--- config.mk ---
export PLATFORM = sky130hd
export DESIGN_NAME = ptt_button_latch_timeout
export DESIGN_NICKNAME = d
export VERILOG_FILES = /design/src/rtl/core/pttbl_pkg.sv /design/src/rtl/core/ptt_button_latch_timeout.sv
export SDC_FILE = /design/constraint.sdc
export NUM_CORES = 1
export LEC_CHECK = 0
export ABC_CLOCK_PERIOD_IN_PS = 7500
export BUFFER_PORTS_ARGS = -buffer_cell sky130_fd_sc_hd__buf_4
export CAP_MARGIN = 10
export CELL_PAD_IN_SITES_DETAIL_PLACEMENT = 1
export CELL_PAD_IN_SITES_GLOBAL_PLACEMENT = 1
export CORE_ASPECT_RATIO = 1.75
export CORE_MARGIN = 2
export CORE_UTILIZATION = 49
export CTS_BUF_LIST = sky130_fd_sc_hd__clkbuf_8
export DETAILED_ROUTE_END_ITERATION = 12
export GPL_TIMING_DRIVEN = 1
export PLACE_DENSITY_LB_ADDON = 0.1
export SLEW_MARGIN = 20
export SYNTH_ARGS = -nofsm -noshare
export SYNTH_HDL_FRONTEND = slang
export SYNTH_SLANG_ARGS = --single-unit
--- constraint.sdc ---
create_clock -name clk -period 7.5 [get_ports clk]
set_input_delay 1.125 -clock clk [delete_from_list [all_inputs] [get_ports clk]]
set_output_delay 1.125 -clock clk [all_outputs]
set_load 0.005 [all_outputs]
--- src/rtl/core/pttbl_pkg.sv ---
// Shared types and constants for the push-to-talk latch and timeout block.
`timescale 1ns / 1ps
`default_nettype none

package pttbl_pkg;

  // Fixed field widths
  localparam int unsigned NOW_W  = 32;
  localparam int unsigned TMO_W  = 26;  // widest timeout in ms: 65535 * 1000
  localparam int unsigned DATA_W = 32;
  localparam int unsigned ADDR_W = 4;

  localparam logic [TMO_W-1:0] DEFAULT_TIMEOUT_MS = TMO_W'(300000);
  localparam logic [9:0]       MS_PER_SECOND      = 10'd1000;

  // Register reset values
  localparam logic [15:0] TIMEOUT_SECONDS_RST      = 16'd0;
  localparam logic [7:0]  DEBOUNCE_MS_RST          = 8'd30;
  localparam logic [15:0] LONG_PRESS_MS_RST        = 16'd500;
  localparam logic [7:0]  MIN_POLL_INTERVAL_MS_RST = 8'd15;

  typedef enum logic [1:0] {
    REG_TIMEOUT_SECONDS      = 2'd0,
    REG_DEBOUNCE_MS          = 2'd1,
    REG_LONG_PRESS_MS        = 2'd2,
    REG_MIN_POLL_INTERVAL_MS = 2'd3
  } reg_idx_t;

  typedef enum logic {
    FUNC_POLL      = 1'b0,
    FUNC_SOFT_HOLD = 1'b1
  } func_t;

  typedef struct packed {
    logic             func;
    logic [NOW_W-1:0] now_ms;
    logic             button_level;
    logic             soft_held;
  } item_t;

  typedef struct packed {
    logic tx_active;
    logic button_pressed;
    logic timeout_fired;
    logic poll_taken;
  } result_t;

endpackage

`default_nettype wire

--- src/rtl/core/ptt_button_latch_timeout.sv ---
// Push-to-talk controller: debounce, tap latch, momentary hold and transmit timeout.
//
// Usage
//   item channel (item_valid / item_ready / item): one transfer is either a poll
//   tick carrying a millisecond timestamp and the raw active-low button level,
//   or a soft-hold request. Every item yields exactly one result transfer.
//   result channel (result_valid / result_ready / result): transmit state,
//   debounced button state, a timeout flag and a flag for a poll that passed
//   the minimum poll interval.
//   APB port: four registers at byte offsets 0, 4, 8, 12 (timeout seconds,
//   debounce ms, long-press ms, minimum poll interval ms); write only while idle.
// Timing
//   An item is captured in the input stage, then evaluated and written to the
//   result register. One item per cycle is sustained while the receiver takes
//   results; the single-pass update of the state registers sets that figure.
// Reset and stalls
//   rst (synchronous) empties both stages, restores the register defaults and
//   returns the controller to released, transmit off, no poll seen. When the
//   receiver stalls, the result register holds, the input stage fills, and
//   item_ready drops only once both are occupied.
`timescale 1ns / 1ps
`default_nettype none

module ptt_button_latch_timeout
  import pttbl_pkg::*;
#(
  parameter int unsigned TIME_WIDTH = 32
) (
  input  wire logic              clk,
  input  wire logic              rst,
  // item channel
  input  wire logic              item_valid,
  output logic                   item_ready,
  input  wire item_t             item,
  // result channel
  output logic                   result_valid,
  input  wire logic              result_ready,
  output result_t                result,
  // configuration port
  input  wire logic              psel,
  input  wire logic              penable,
  input  wire logic              pwrite,
  input  wire logic [ADDR_W-1:0] paddr,
  input  wire logic [DATA_W-1:0] pwdata,
  output logic [DATA_W-1:0]      prdata,
  output logic                   pready
);

  localparam int unsigned CMP_W = (TIME_WIDTH > TMO_W) ? TIME_WIDTH : TMO_W;

  typedef logic [TIME_WIDTH-1:0] time_t;

  // ---------------------------------------------------------------------------
  // Configuration registers
  // ---------------------------------------------------------------------------
  logic [15:0]      timeout_seconds;
  logic [TMO_W-1:0] timeout_ms;       // precomputed at write time
  logic [7:0]       debounce_ms;
  logic [15:0]      long_press_ms;
  logic [7:0]       min_poll_interval_ms;

  logic             cfg_write;
  reg_idx_t         cfg_idx;
  logic [TMO_W-1:0] timeout_ms_next;

  assign pready    = 1'b1;
  assign cfg_write = psel & penable & pwrite & pready;
  assign cfg_idx   = reg_idx_t'(paddr[3:2]);

  // Zero seconds selects the default timeout.
  always_comb begin
    if (pwdata[15:0] == 16'd0) begin
      timeout_ms_next = DEFAULT_TIMEOUT_MS;
    end else begin
      timeout_ms_next = TMO_W'(pwdata[15:0]) * TMO_W'(MS_PER_SECOND);
    end
  end

  always_ff @(posedge clk) begin
    if (rst) begin
      timeout_seconds      <= TIMEOUT_SECONDS_RST;
      timeout_ms           <= DEFAULT_TIMEOUT_MS;
      debounce_ms          <= DEBOUNCE_MS_RST;
      long_press_ms        <= LONG_PRESS_MS_RST;
      min_poll_interval_ms <= MIN_POLL_INTERVAL_MS_RST;
    end else if (cfg_write) begin
      unique case (cfg_idx)
        REG_TIMEOUT_SECONDS: begin
          timeout_seconds <= pwdata[15:0];
          timeout_ms      <= timeout_ms_next;
        end
        REG_DEBOUNCE_MS:          debounce_ms          <= pwdata[7:0];
        REG_LONG_PRESS_MS:        long_press_ms        <= pwdata[15:0];
        REG_MIN_POLL_INTERVAL_MS: min_poll_interval_ms <= pwdata[7:0];
        default: ;
      endcase
    end
  end

  always_comb begin
    unique case (cfg_idx)
      REG_TIMEOUT_SECONDS:      prdata = DATA_W'(timeout_seconds);
      REG_DEBOUNCE_MS:          prdata = DATA_W'(debounce_ms);
      REG_LONG_PRESS_MS:        prdata = DATA_W'(long_press_ms);
      REG_MIN_POLL_INTERVAL_MS: prdata = DATA_W'(min_poll_interval_ms);
      default:                  prdata = '0;
    endcase
  end

  // ---------------------------------------------------------------------------
  // Input stage and result register handshake
  // ---------------------------------------------------------------------------
  logic  stage_valid;
  item_t stage_item;
  logic  advance;
  logic  update;

  assign advance    = !result_valid || result_ready;
  assign item_ready = !stage_valid || advance;
  assign update     = stage_valid && advance;

  always_ff @(posedge clk) begin
    if (rst) begin
      stage_valid <= 1'b0;
    end else if (item_ready) begin
      stage_valid <= item_valid;
    end
  end

  always_ff @(posedge clk) begin
    if (item_ready && item_valid) begin
      stage_item <= item;
    end
  end

  // ---------------------------------------------------------------------------
  // Controller state
  // ---------------------------------------------------------------------------
  logic  sampled_level;
  logic  debounced_pressed;
  time_t level_changed_time;
  time_t press_start_time;
  logic  tx_latched;
  logic  tx_suppressed;
  logic  tx_on;
  logic  soft_hold;
  time_t tx_start_time;
  time_t last_poll_time;
  logic  poll_seen;

  logic  sampled_level_next;
  logic  debounced_pressed_next;
  time_t level_changed_time_next;
  time_t press_start_time_next;
  logic  tx_latched_next;
  logic  tx_suppressed_next;
  logic  tx_on_next;
  logic  soft_hold_next;
  time_t tx_start_time_next;
  time_t last_poll_time_next;
  logic  poll_seen_next;
  result_t result_next;

  // Timestamp folded to the internal time range.
  logic [TIME_WIDTH+NOW_W-1:0] now_ext;
  time_t now;
  time_t since_poll;
  time_t since_change;
  time_t since_press;
  time_t since_tx;
  logic  gate_open;
  logic  level_pressed;
  logic  tx_want;
  logic  fire;

  assign now_ext      = {TIME_WIDTH'(0), stage_item.now_ms};
  assign now          = now_ext[TIME_WIDTH-1:0];
  assign since_poll   = now - last_poll_time;
  assign since_change = now - level_changed_time;
  assign since_press  = now - press_start_time;
  assign since_tx     = now - tx_start_time;
  assign gate_open    = !poll_seen || (since_poll >= TIME_WIDTH'(min_poll_interval_ms));
  assign level_pressed = !stage_item.button_level;

  always_comb begin
    sampled_level_next      = sampled_level;
    debounced_pressed_next  = debounced_pressed;
    level_changed_time_next = level_changed_time;
    press_start_time_next   = press_start_time;
    tx_latched_next         = tx_latched;
    tx_suppressed_next      = tx_suppressed;
    tx_on_next              = tx_on;
    soft_hold_next          = soft_hold;
    tx_start_time_next      = tx_start_time;
    last_poll_time_next     = last_poll_time;
    poll_seen_next          = poll_seen;
    tx_want                 = 1'b0;
    fire                    = 1'b0;
    result_next.poll_taken  = 1'b0;

    if (stage_item.func == FUNC_SOFT_HOLD) begin
      // Releasing the soft hold lifts a timeout suppression.
      soft_hold_next = stage_item.soft_held;
      if (!stage_item.soft_held) begin
        tx_suppressed_next = 1'b0;
      end
    end else if (gate_open) begin
      result_next.poll_taken = 1'b1;
      poll_seen_next         = 1'b1;
      last_poll_time_next    = now;

      // Debounce: restart the stability window on any raw change.
      if (stage_item.button_level != sampled_level) begin
        sampled_level_next      = stage_item.button_level;
        level_changed_time_next = now;
      end else if (level_pressed != debounced_pressed &&
                   since_change >= TIME_WIDTH'(debounce_ms)) begin
        debounced_pressed_next = level_pressed;
      end

      // Press edge: note start; release edge: tap toggles, long or suppressed press drops.
      if (debounced_pressed_next && !debounced_pressed) begin
        press_start_time_next = now;
        tx_suppressed_next    = 1'b0;
      end else if (!debounced_pressed_next && debounced_pressed) begin
        if (!tx_suppressed && since_press < TIME_WIDTH'(long_press_ms)) begin
          tx_latched_next = !tx_latched;
        end else begin
          tx_latched_next = 1'b0;
        end
        tx_suppressed_next = 1'b0;
      end

      tx_want = ((debounced_pressed_next || soft_hold) && !tx_suppressed_next) ||
                tx_latched_next;

      // A fresh key-up restarts the timer; elapsed is then zero and the
      // timeout is never zero, so only a running transmit can expire.
      if (tx_want && !tx_on) begin
        tx_start_time_next = now;
      end
      fire = tx_want && tx_on &&
             (CMP_W'(since_tx) >= CMP_W'(timeout_ms));
      if (fire) begin
        tx_latched_next    = 1'b0;
        tx_suppressed_next = 1'b1;
      end
      tx_on_next = tx_want && !fire;
    end

    result_next.tx_active      = tx_on_next;
    result_next.button_pressed = debounced_pressed_next;
    result_next.timeout_fired  = fire;
  end

  always_ff @(posedge clk) begin
    if (rst) begin
      sampled_level      <= 1'b1;
      debounced_pressed  <= 1'b0;
      level_changed_time <= '0;
      press_start_time   <= '0;
      tx_latched         <= 1'b0;
      tx_suppressed      <= 1'b0;
      tx_on              <= 1'b0;
      soft_hold          <= 1'b0;
      tx_start_time      <= '0;
      last_poll_time     <= '0;
      poll_seen          <= 1'b0;
    end else if (update) begin
      sampled_level      <= sampled_level_next;
      debounced_pressed  <= debounced_pressed_next;
      level_changed_time <= level_changed_time_next;
      press_start_time   <= press_start_time_next;
      tx_latched         <= tx_latched_next;
      tx_suppressed      <= tx_suppressed_next;
      tx_on              <= tx_on_next;
      soft_hold          <= soft_hold_next;
      tx_start_time      <= tx_start_time_next;
      last_poll_time     <= last_poll_time_next;
      poll_seen          <= poll_seen_next;
    end
  end

  // ---------------------------------------------------------------------------
  // Result register
  // ---------------------------------------------------------------------------
  always_ff @(posedge clk) begin
    if (rst) begin
      result_valid <= 1'b0;
    end else if (advance) begin
      result_valid <= stage_valid;
    end
  end

  always_ff @(posedge clk) begin
    if (update) begin
      result <= result_next;
    end
  end

  // ---------------------------------------------------------------------------
  // Assertions
  // ---------------------------------------------------------------------------
  // A suppressed key can neither transmit nor hold the latch.
  a_suppress_blocks_tx: assert property (@(posedge clk) disable iff (rst)
    tx_suppressed |-> (!tx_on && !tx_latched))
    else $error("suppressed state with transmit or latch set");

  // A timeout only comes from a taken poll and always leaves transmit off.
  a_fire_is_poll: assert property (@(posedge clk) disable iff (rst)
    (result_valid && result.timeout_fired) |-> (result.poll_taken && !result.tx_active))
    else $error("timeout flag without taken poll or with transmit on");

  // A soft-hold item produces a result that never claims a poll.
  a_soft_hold_no_poll: assert property (@(posedge clk) disable iff (rst)
    (update && stage_item.func == FUNC_SOFT_HOLD) |=>
      (result_valid && !result.poll_taken && !result.timeout_fired))
    else $error("soft-hold item reported as poll");

  // Back-pressure only when both stages are occupied and the output stalls.
  a_ready_only_when_full: assert property (@(posedge clk) disable iff (rst)
    !item_ready |-> (stage_valid && result_valid && !result_ready))
    else $error("item_ready low with room in the pipeline");

endmodule

`default_nettype wire

### Yosys cells after proc, flatten, opt, wreduce, memory -nomap -nowiden

Cells that the tools add are included.

| storage, ports and cells | value |
|---|---|
| bits in registers | 250 |
| word-level logic and storage cells | 111 |
| input port bits | 78 |
| output and inout bits | 39 |

| cells by class | value |
|---|---|
| muxes and demuxes | 25 |
| order comparisons | 4 |
| eq/ne operators | 6 |
| reduce and logical (&&, ||, !) cells | 41 |
| bitwise operators | 4 |
| multipliers | 1 |
| $add $sub $neg | 4 |

Operator list:

| operator | count |
|---|---|
| $pmux 32 s4 | 1 |
| $sub 32x32->32 | 4 |
| $ge 32x8->1 | 2 |
| $ge 32x26->1 | 1 |
| $lt 32x16->1 | 1 |
| $mux 26 | 1 |
| $mul 16x7->23 const B | 1 |
| $mux 1 | 23 |
| $logic_not 16->1 | 1 |
| $reduce_and 4->1 | 3 |
| $logic_and 1x1->1 | 11 |
| $logic_not 1->1 | 11 |
| $reduce_and 2->1 | 5 |
| $reduce_and 3->1 | 2 |
| $logic_or 1x1->1 | 5 |
| $eq 2x2->1 const B | 2 |
| $and 1x1->1 | 2 |
| $eq 2x1->1 const B | 1 |
| $logic_not 2->1 | 1 |
| $ne 1x1->1 | 2 |
| $ne 2x2->1 const B | 1 |
| $not 1->1 | 2 |
| $reduce_bool 2->1 | 1 |
| $reduce_or 2->1 | 1 |

### Logic depth before layout (Yosys ltp)

| logic depth | value |
|---|---|
| word-level depth | 22 |
| depth in mapped cells | 26 |
| mapped depth without buffers | 26 |

### Least setup slack after synthesis

Ideal clock, no wire load.

| timing | value |
|---|---|
| kind | register to register |
| start point | register stage_item, in the netlist now[0] |
| end point | register tx_start_time[1] |
| library setup time | 72 ps |
| cell stages (with the launch flop) | 26 |
| arrival time | 5655 ps |
| setup slack | 1773 ps |
| path buffers | 1 |
| required time | 7428 ps |
| path through | edfxtp_1 > inv_1 > ha_1 > inv_1 > fa_1 > a211o_1 > a21boi_0 > or2_2 > a21oi_1 > a21o_1 > a21oi_1 > xnor2_1 > ha_1 > nor2b_1 > o21ai_0 > o21ai_0 > or4b_1 > or4_1 > a2111o_1 > nor4_2 > o2111ai_1 > a2111oi_4 > nor4_2 > o31ai_4 > buf_8 > mux2i_1 |

| on the way | value |
|---|---|
| word-level cells in the longest chain between the ends | 18 |

Ends and longest elaborated chain:

| what | RTL line | RTL |
|---|---|---|
| from (decl) | ptt_button_latch_timeout.sv:114 | `item_t stage_item;` |
| from (signal assigned) | ptt_button_latch_timeout.sv:132 | `stage_item <= item;` |
| $sub 32x32->32 | ptt_button_latch_timeout.sv:179 | `assign since_change = now - level_changed_time;` |
| $ge 32x8->1 | ptt_button_latch_timeout.sv:217 | `since_change >= TIME_WIDTH'(debounce_ms)) begin` |
| $logic_and 1x1->1 | ptt_button_latch_timeout.sv:216 | `end else if (level_pressed != debounced_pressed &&` |
| $mux 1 | ptt_button_latch_timeout.sv:216 |  |
| $mux 1 | ptt_button_latch_timeout.sv:213 | `if (stage_item.button_level != sampled_level) begin` |
| $mux 1 | ptt_button_latch_timeout.sv:207 | `end else if (gate_open) begin` |
| $mux 1 | ptt_button_latch_timeout.sv:201 | `if (stage_item.func == FUNC_SOFT_HOLD) begin` |
| $logic_not 1->1 | ptt_button_latch_timeout.sv:225 | `end else if (!debounced_pressed_next && debounced_pressed) begin` |
| [2 not listed] | -- |  |
| $mux 1 | ptt_button_latch_timeout.sv:222 | `if (debounced_pressed_next && !debounced_pressed) begin` |
| $mux 1 | ptt_button_latch_timeout.sv:207 |  |
| $mux 1 | ptt_button_latch_timeout.sv:201 |  |
| $logic_not 1->1 | ptt_button_latch_timeout.sv:234 | `tx_want = ((debounced_pressed_next \|\| soft_hold) && !tx_suppressed_next) \|\|` |
| $logic_and 1x1->1 | ptt_button_latch_timeout.sv:234 |  |
| $logic_or 1x1->1 | ptt_button_latch_timeout.sv:234 |  |
| $logic_and 1x1->1 | ptt_button_latch_timeout.sv:239 | `if (tx_want && !tx_on) begin` |
| $reduce_and 4->1 (no source line) (*) | -- |  |
| to (signal assigned) | ptt_button_latch_timeout.sv:278 | `tx_start_time <= tx_start_time_next;` |
| to (decl) | ptt_button_latch_timeout.sv:147 | `time_t tx_start_time;` |

Every way passes the cells marked *; elsewhere a longest branch is shown, timed or not. The select of a mux whose other input is x is not followed.
A chain may end at the register's enable or synchronous reset.

### Worst setup path in the final report

| timing | value |
|---|---|
| start point | register stage_item, in the netlist now[0] |
| end point | register tx_start_time[28] |

The elaborated chain is that of the path after synthesis.

==> summary.txt <==
CTS
  – CTS buffer count: 43
  – Clk Tree Root Cell: clkbuf_8
  – # Post-CTS Setup Buffers: 0
  – Max clock buf depth: 3
  – Clock sinks: 247
  – Cts hold-fix bufs: 0
  – Clock Latency Late Sink: 0.60 ns
  – Post-CTS sizing: 0
  – CTS tree: yes
  – CTS clk-pin slew, worst paths: 0.07 ns
  – H-tree depth: 2

Die
  – Die height: 277 µm
  – Std-Cell Rows: 99
  – Die area: 44200 µm²
  – Top Ports: 117
  – Die W: 160 µm
  – CORE AREA: 41900 µm²
  – Initial Util: 0.497

Global route
  – Grt met1 use: 0.321
  – Met3 usage: 0.0298
  – Grt total ovfl: 0
  – GRT Resource Usage Total: 0.324
  – Largest net degree at the start of global routing: 91
  – GR peak layer: met2
  – Met2 usage: 0.634
  – Number of global-route vias before repair: 20500
  – First-pass GRT wire length: 113000 µm
  – Initial antenna violation count: 1

Yosys
  – EDFF count, synth: 39
  – Sequential-to-total area share from yosys stat: 0.256
  – Synth area leaders: dfxtp_1 (20%), ha_1 (14%), edfxtp_1 (5.6%), a21oi_1 (5.6%), fa_1 (5.6%)
  – Top-count cell post-synth: nand2_1
  – Top cells by count, synth: nand2_1 (307), inv_1 (247), ha_1 (238)
  – Post-Syn Instances: 2559
  – Yosys warns: 0
  – Post-synth top flop: dfxtp_1
  – Area fraction of the dominant cell type after synthesis: 0.200
  – Synth Cell Area: 20800 µm²
  – Yosys reg bits: 247
  – Netlist cell types: 93
  – Mean Syn Cell Area: 8.14 µm²
  – Ys async rst share: 0
  – Area leader, netlist: dfxtp_1

Power
  – Leak pwr: 9.23 nW
  – PwrDens: 200 nW/µm²
  – VDD IR max: 162 µV

Critical path
  – Crit path max fanout: 32
  – Max stage delay cell, worst path: or4b_1
  – Worst Path Required: 7.99 ns
  – Worst Path Arrival: 7.39 ns
  – Worst setup SP type: register
  – Max incr delay on CP: 0.51 ns
  – Endpoint type of the worst setup path: register
  – Setup CP Type: reg -> reg

Timing
  – Max-slew headroom: 0.267
  – Unrepaired setup endpoints after global routing: no
  – Sum Neg Setup Slack: 0 ns
  – Final Max Tran Viols: 0
  – Final Cycle Share: 0.920
  – Setup Skew: 0.0436 ns
  – # setup viols final: 0
  – Final min period: 6.90 ns
  – Fin. Hold Viols: 0
  – Worst slew pin tran: 1.09 ns
  – Max Fclk: 0.145 GHz
  – Setup ws final: 0.600 ns

Detailed routing
  – DR iter-0 viols: 769
  – Via density: 5.94
  – DR pass1 iterations: 5
  – DRC: 0
  – Post-route ant nets: 0
  – Total number of vias: 19000
  – Final WL: 72700 µm
  – Routed len/inst: 22.7 µm

Place
  – DP Worst Slack: 0.761 ns
  – Port Buffers: 81
  – Dpl hpwl: 57400 µm
  – Placed Cells: 3124
  – GP Congestion: 0.952

Final layout
  – Area Overhead vs Synth: 9.43%
  – Share of cells above drive strength 1: 0.0835
  – NumNets Final: 2988
  – Layout Cells excl Fill: 3203

Hold path
  – Hold WC Path Type: reg -> reg

Run status
  – Outcome: complete, no violations

Flow run
  – Number of max-cap violations: 0
kinds of logic after synthesis:
kind of cell             Yosys count  synth area share
AND/OR/NAND/NOR                  809             0.178
multiplexers                      95            0.0505
XOR/XNOR                          94            0.0399
adder cells (fa/ha/maj)          296             0.199
AO/OA/AOI/OAI                    648             0.203
buffers and inverters            368            0.0732
other                              2          0.000361
flip-flops                       247             0.256
metrics by stage:
stage	hold WS [ns]	power [mW]	area, µm²	utilization
after CTS	0.457	4.57	22800	0.544
after detailed placement	0.451	3.20	21900	0.522
after global placement	0.441	3.10	21900	0.522
final	0.455	4.55	22800	0.544
after floorplan	0.432	2.72	20900	-
after global routing	0.473	4.82	22800	0.544
worst paths after layout:
path,startpoint,endpoint,slack (ns),cells after the start
min reg2reg,timeout_seconds[3],timeout_seconds[3],0.46,2
min,timeout_seconds[3],timeout_seconds[3],0.46,2
max reg2reg,now[0],tx_start_time[28],0.60,26
max,now[0],tx_start_time[28],0.60,26
report_power, final:
part           total, mW  internal, mW  switching, mW  leakage, nW
Sequential          1.42          1.39         0.0333         2.06
Combinational       1.78         0.745           1.03         6.66
Clock               1.36         0.726          0.630        0.509
Total               4.55          2.86           1.70         9.23
sequential cells by signal, summed over array words and instances (netlist names), 3 cells and up:
| signal | cells |
|---|---|
| stage_item | 3 |
| timeout_seconds | 16 |
| timeout_ms | 23 |
| tx_start_time | 32 |
| min_poll_interval_ms | 8 |
| press_start_time | 32 |
| result | 4 |
| last_poll_time | 32 |
| now | 32 |
| level_changed_time | 32 |
| long_press_ms | 16 |
| debounce_ms | 8 |
cells in the final DEF, fill, tap and decap left out, types with 39 or more instances in the layout:
master	netlist	final
ha_1	238	238
a21o_1	71	71
xnor2_1	59	59
nand2_1	307	307
nand3_1	44	44
inv_1	247	258
edfxtp_1	39	39
nor2_1	234	234
mux2i_1	86	86
dfxtp_1	208	208
a21oi_1	232	232
nor3_1	42	41
buf_4	17	114
clkbuf_8	0	51
fa_1	58	58
o21ai_0	92	92
worst max-delay path: cells and delay by family (launching register included):
kind                       cells  cell delay (ns)
muxes                          1             0.23
xor gates and xnor gates       1             0.16
buffers and inverters          4             0.75
AOI/OAI and AO/OA             11             2.85
and+or+nand+nor                6             1.46
adders and majority gates      3             0.89
DFF                            1             0.47
layer usage:
| layer | vias to the layer above | part of all wire |
|---|---|---|
| li1 | 9016 | - |
| met1 | 9394 | 0.36 |
| met2 | 390 | 0.54 |
| met3 | 215 | 0.025 |
| met4 | 0 | 0.074 |
| met5 | - | 0 |
cell type report:
type | instances | area (µm²)
Sequential cell | 247 | 5340
Fill cell | 5162 | 19100
Inverter | 248 | 931
Antenna cell | 1 | 2.50
Timing Repair Buffer | 115 | 876
Multi-Input combinational cell | 1959 | 14000
Clock buffer | 51 | 702
Tap cell | 555 | 694
Clock inverter | 27 | 203
(Power assumes the default switching activity.)
